File: config.mk
export PLATFORM = sky130hd
export DESIGN_NAME = bfab_ctrl
export DESIGN_NICKNAME = d
export VERILOG_FILES = /design/src/bfab_pkg.sv /design/src/bfab_ctrl.sv
export SDC_FILE = /design/constraint.sdc
export NUM_CORES = 1
export LEC_CHECK = 0
export BUFFER_PORTS_ARGS = -buffer_cell sky130_fd_sc_hd__buf_4
export CORE_AREA = 2 2 39 41
export DETAILED_ROUTE_END_ITERATION = 12
export DIE_AREA = 0 0 41 43
export SYNTH_ARGS = -nofsm -noshare
export SYNTH_HDL_FRONTEND = slang
export SYNTH_SLANG_ARGS = --single-unit
File: constraint.sdc
create_clock -name clk -period 1.8 [get_ports clk]
set_input_delay 0.36 -clock clk [delete_from_list [all_inputs] [get_ports clk]]
set_output_delay 0.36 -clock clk [all_outputs]
set_load 0.005 [all_outputs]
File: src/bfab_pkg.sv
// Shared types and codes for the linked-slot message queue.
`default_nettype none
package bfab_pkg;

	typedef enum logic [2:0] {
		ACT_PUSH_TAIL = 3'd0,
		ACT_PUSH_HEAD = 3'd1,
		ACT_POP       = 3'd2,
		ACT_ACK       = 3'd3,
		ACT_REWIND    = 3'd4,
		ACT_LOAD      = 3'd5
	} action_t;

	localparam logic [3:0] ST_STORED     = 4'd0;
	localparam logic [3:0] ST_DROPPED    = 4'd1;
	localparam logic [3:0] ST_POPPED     = 4'd2;
	localparam logic [3:0] ST_EMPTY      = 4'd3;
	localparam logic [3:0] ST_THROTTLED  = 4'd4;
	localparam logic [3:0] ST_ACKED      = 4'd5;
	localparam logic [3:0] ST_NONE_ACKED = 4'd6;
	localparam logic [3:0] ST_DONE       = 4'd7;
	localparam logic [3:0] ST_NO_SLOT    = 4'd8;

	localparam logic CFG_CAPACITY = 1'b0;
	localparam logic CFG_THROTTLE = 1'b1;

	localparam logic [10:0] CAPACITY_RESET = 11'd1024;

	typedef enum logic [2:0] {
		MODE_NONE    = 3'd0,
		MODE_ALLOC_T = 3'd1,
		MODE_ALLOC_H = 3'd2,
		MODE_TAKE    = 3'd3,
		MODE_ACK     = 3'd4
	} mode_t;

	typedef enum logic [3:0] {
		S_IDLE = 4'b0001,
		S_EVAL = 4'b0010,
		S_MEM  = 4'b0100,
		S_EMIT = 4'b1000
	} state_t;

	typedef struct packed {
		logic latch;
		logic eval;
		logic mem;
		logic emit;
	} cmd_t;

	typedef struct packed {
		logic need_mem;
		logic ack_more;
	} stat_t;

endpackage
`default_nettype wire

File: src/bfab_ctrl.sv
// Sequencing state machine for the linked-slot message queue.
`default_nettype none
module bfab_ctrl (
	input  wire               clk,
	input  wire               arst_n,
	input  wire               start,
	input  bfab_pkg::stat_t   stat,
	output logic              busy,
	output bfab_pkg::cmd_t    cmd
);

	bfab_pkg::state_t state_q, state_d;

	always_ff @(posedge clk or negedge arst_n) begin
		if (!arst_n) begin
			state_q <= bfab_pkg::S_IDLE;
		end else begin
			state_q <= state_d;
		end
	end

	always_comb begin
		state_d = state_q;
		unique case (state_q)
			bfab_pkg::S_IDLE: begin
				if (start) state_d = bfab_pkg::S_EVAL;
			end
			bfab_pkg::S_EVAL: begin
				state_d = stat.need_mem ? bfab_pkg::S_MEM : bfab_pkg::S_EMIT;
			end
			bfab_pkg::S_MEM: begin
				state_d = bfab_pkg::S_EMIT;
			end
			bfab_pkg::S_EMIT: begin
				state_d = stat.ack_more ? bfab_pkg::S_MEM : bfab_pkg::S_IDLE;
			end
			default: begin
				state_d = bfab_pkg::S_IDLE;
			end
		endcase
	end

	assign busy      = (state_q != bfab_pkg::S_IDLE);
	assign cmd.latch = (state_q == bfab_pkg::S_IDLE) && start;
	assign cmd.eval  = (state_q == bfab_pkg::S_EVAL);
	assign cmd.mem   = (state_q == bfab_pkg::S_MEM);
	assign cmd.emit  = (state_q == bfab_pkg::S_EMIT);

endmodule
`default_nettype wire

=== Yosys cells after proc, flatten, opt, wreduce, memory -nomap -nowiden ===
Cells that the tools add are included.

* Reductions and logical operators: 1
* Multiplexer cells: 4
* Eq/ne operators: 6

{| class="wikitable"
|+ Operator list
! operator !! count
|-
| 4-bit one-hot mux with 4 select lines || 1
|-
| 4-bit 2-to-1 mux || 2
|-
| 4-bit by 1-bit == test with 1-bit output (second input constant) || 1
|-
| 4-bit by 2-bit == test with 1-bit output (second input constant) || 1
|-
| 4-bit by 3-bit == test with 1-bit output (second input constant) || 1
|-
| 4-bit == test (second input constant) || 1
|-
| 4-bit by 1-bit != test with 1-bit output (second input constant) || 1
|-
| 3-bit 2-to-1 mux || 1
|-
| 2-bit != test (second input constant) || 1
|-
| 1-bit logical AND || 1
|}

* Input bits: 5
* Register bits: 4
* Output and inout port bits: 5
* Word-level logic and storage cells: 12

=== Logic depth before layout (Yosys ltp) ===
* Depth in word-level cells: 2
* Mapped depth: 4
* Depth with buffers taken out: 3

=== Worst setup path before layout ===
No wires, ideal clock.

* Path kind: register to output
* From: reg state_q[0]
* To: out cmd[3] (netlist name)
* Path buffers: 0
* Setup slack: 0.284 ns
* Stages on the path, launching flop included: 3
* Arrival time: 1.156 ns
* Required time: 1.440 ns
* Path through: dfstp_2 or4b_4 nor2_4

{| class="wikitable"
|+ RTL lines
! element !! line !! text
|-
| start, declared || bfab_ctrl.sv:12 || <nowiki>bfab_pkg::state_t state_q, state_d;</nowiki>
|-
| start signal, assigned || bfab_ctrl.sv:16 || <nowiki>state_q <= bfab_pkg::S_IDLE;</nowiki>
|-
| start signal, assigned || bfab_ctrl.sv:18 || <nowiki>state_q <= state_d;</nowiki>
|-
| end, declared || bfab_ctrl.sv:9 || <nowiki>output bfab_pkg::cmd_t cmd</nowiki>
|}

==> out/qor.csv <==
metric,value,unit
grt_max_degree,9,
internal_power,0.344,mW
cp_max_fo,3,
swShare,0.326,
grt_pass1_vias,195,
outcome,finished with violations,
drc,0,
p_per_area,1350,nW/um^2
seqPwrFrac,0.276,
hpwlAfterDp,368,um
final_common_cell,buf_4,
syn_area_per_cell,10.1,sq um
portBuffers,9,
worst_path_largest_cell_delay,520,ps
power.net_switching,0.166,mW
num_io_pins,10,
clock_path_buffers,2,
slew_headroom,0.838,
die-width,41,um
fin_setup_tns,-31.7,ps
max_clock_freq,546,MHz
route.vias.total,226,
tightest_slew,240,ps
final_max_slew_viol_count,0,
vdd_drop_max,0.000331,V
setup_viol,1,
largest_register_ffs,4,
cts_htree_levels,1,
yosys_warnings,0,
layout_common_cells,"buf_4 (11), nor3_1 (3), nor2_1 (3), clkbuf_4 (3), dfrtp_1 (2)",
grt_overflow_total,0,
path_cells,"or4b_4, nor2_4, buf_6",
cp_slowest_cell,dfstp_2,
cts_tree,done,
path_clk_slew,40,ps
combPwrFrac,0.475,
diodes,0,
p_leak,0.168,nW
regMostFlops,state_q,
dr.pass1.iters,2,
fin_ws,-31.7,ps
layout.nets,45,
die_h,43,um
vias_per_cell,4.11,
ys_seq_area_frac,0.435,
ant_nets,0,
antenna_found_initial,0,
synth_seq_cells,4,
clock_sinks,4,
clock_latency,240,ps
syn-num-nets,28,
hold_path_class,primary input to flop,
syn_inst,23,
p_clk_frac,0.248,
yosysUniqueCellTypes,16,
fp.coreArea,1380,sq um
die-area,1760,sq um
period_needed,1830,ps
drt-initial-drc-count,1,
area_growth,62.9,%
cp-end-kind,output pin,
routed_wl,506,um
synth_area,233,sq um
initial_core_util,0.168,
cts-buffers-inserted,3,
layout-drive-gt1-share,0.513,
failed_checks,negative setup slack,
fill_cells,155,
cts_root_buf,clkbuf_4,
grt_util_all_layers,0.0696,
required,1440,ps
arrival,1470,ps
path_class,flop to output pin,
place.gp.congestion,0.770,
drv_cap,0,
hold_violations,0,
num_rows,14,
period_share,1.02,
rsz0062_at_grt,yes,
skew,1.22,ps
cp-start-kind,flop,
top_regs,state_q x4,
final_cells,55,
grt_pass1_wl,752,um
wl_per_cell,9.20,um
dp.cells,48,
## cell usage after synthesis (all sizes together)
cell type	instances	area share
o21ai	1	0.021
nor4b	2	0.075
a211oi	1	0.032
buf	1	0.048
dfrtp	3	0.32
inv	1	0.016
nand3b	1	0.032
o21a	1	0.032
nand2b	1	0.027
nor2	4	0.097
nand2	1	0.016
nor3	3	0.064
dfstp	1	0.11
or4b	1	0.059
mux2i	1	0.043
## power by group through the flow
| stage | registers, mW | logic [mW] | clock network [mW] |
|---|---|---|---|
| after floorplan | 0.149 | 0.133 | 0 |
| after global placement | 0.157 | 0.194 | 0 |
| after detailed placement | 0.157 | 0.195 | 0 |
| after CTS | 0.144 | 0.232 | 0.134 |
| after global routing | 0.144 | 0.265 | 0.139 |
| final | 0.141 | 0.242 | 0.127 |
## per-layer routing
layer	wire [um]	global-route usage	vias up
met5	0	0	-
met4	0	0.0600	0
met3	39	0.0471	0
met2	232	0.0750	8
met1	235	0.0882	104
li1	-	-	114
## worst paths after layout
check / from / end / slack, ps / cells after the start
hold / removal: start / state_q[1]$_DFFE_PN0P_ / 410 / 3
setup reg to reg: state_q[0]$_DFFE_PN1P_ / state_q[0]$_DFFE_PN1P_ / 520 / 3
min in group asynchronous: arst_n / state_q[2]$_DFFE_PN0P_ / 460 / 2
hold reg to reg: state_q[3]$_DFFE_PN0P_ / state_q[3]$_DFFE_PN0P_ / 560 / 1
setup / recovery: state_q[0]$_DFFE_PN1P_ / cmd[3] / -30 / 3
max in group asynchronous: arst_n / state_q[0]$_DFFE_PN1P_ / 1150 / 2
## layout make-up
type | count | area [sq um] | area share
multi-input combinational | 17 | 123 | 0.323
timing repair buffer | 13 | 104 | 0.274
sequential | 4 | 103 | 0.271
clock buffer | 4 | 26.3 | 0.0693
tap | 16 | 20.0 | 0.0528
inverter | 1 | 3.75 | 0.00990
## per-stage QoR
| step | setup slack [ps] | hold WS [ps] | total power [mW] | utilization | area, sq um |
|---|---|---|---|---|---|
| 2_1_floorplan | 284 | 64.4 | 0.282 | - | 233 |
| 3_5_place_dp | 146 | 157 | 0.352 | 0.229 | 317 |
| 3_3_place_gp | 160 | 158 | 0.351 | 0.229 | 317 |
| 4_1_cts | -38.5 | 404 | 0.509 | 0.264 | 365 |
| 6_report | -31.7 | 405 | 0.510 | 0.274 | 379 |
| 5_1_grt | -63.7 | 433 | 0.548 | 0.274 | 379 |
## critical path: cells and delay by family, from the launching register on
family / cells / cell delay, ps
flops: 1 / 520
simple gates: 2 / 610
buf+inv: 1 / 100
## timing repair
action | CTS | global route
endpoints found under the hold margin | 3 | 0
endpoints found under the setup margin | 2 | 3
hold buffers | 1 | 0
gates resized for setup | 2 | 1
setup buffers | 1 | 1
gates cloned | 0 | 0
## cell families after synthesis
| group | share of synthesized area |
|---|---|
| compound gates | 0.0860 |
| buf+inv | 0.0645 |
| flops | 0.435 |
| mux | 0.0430 |
| simple gates | 0.371 |
No activity file was read; power rests on OpenSTA's default activity.
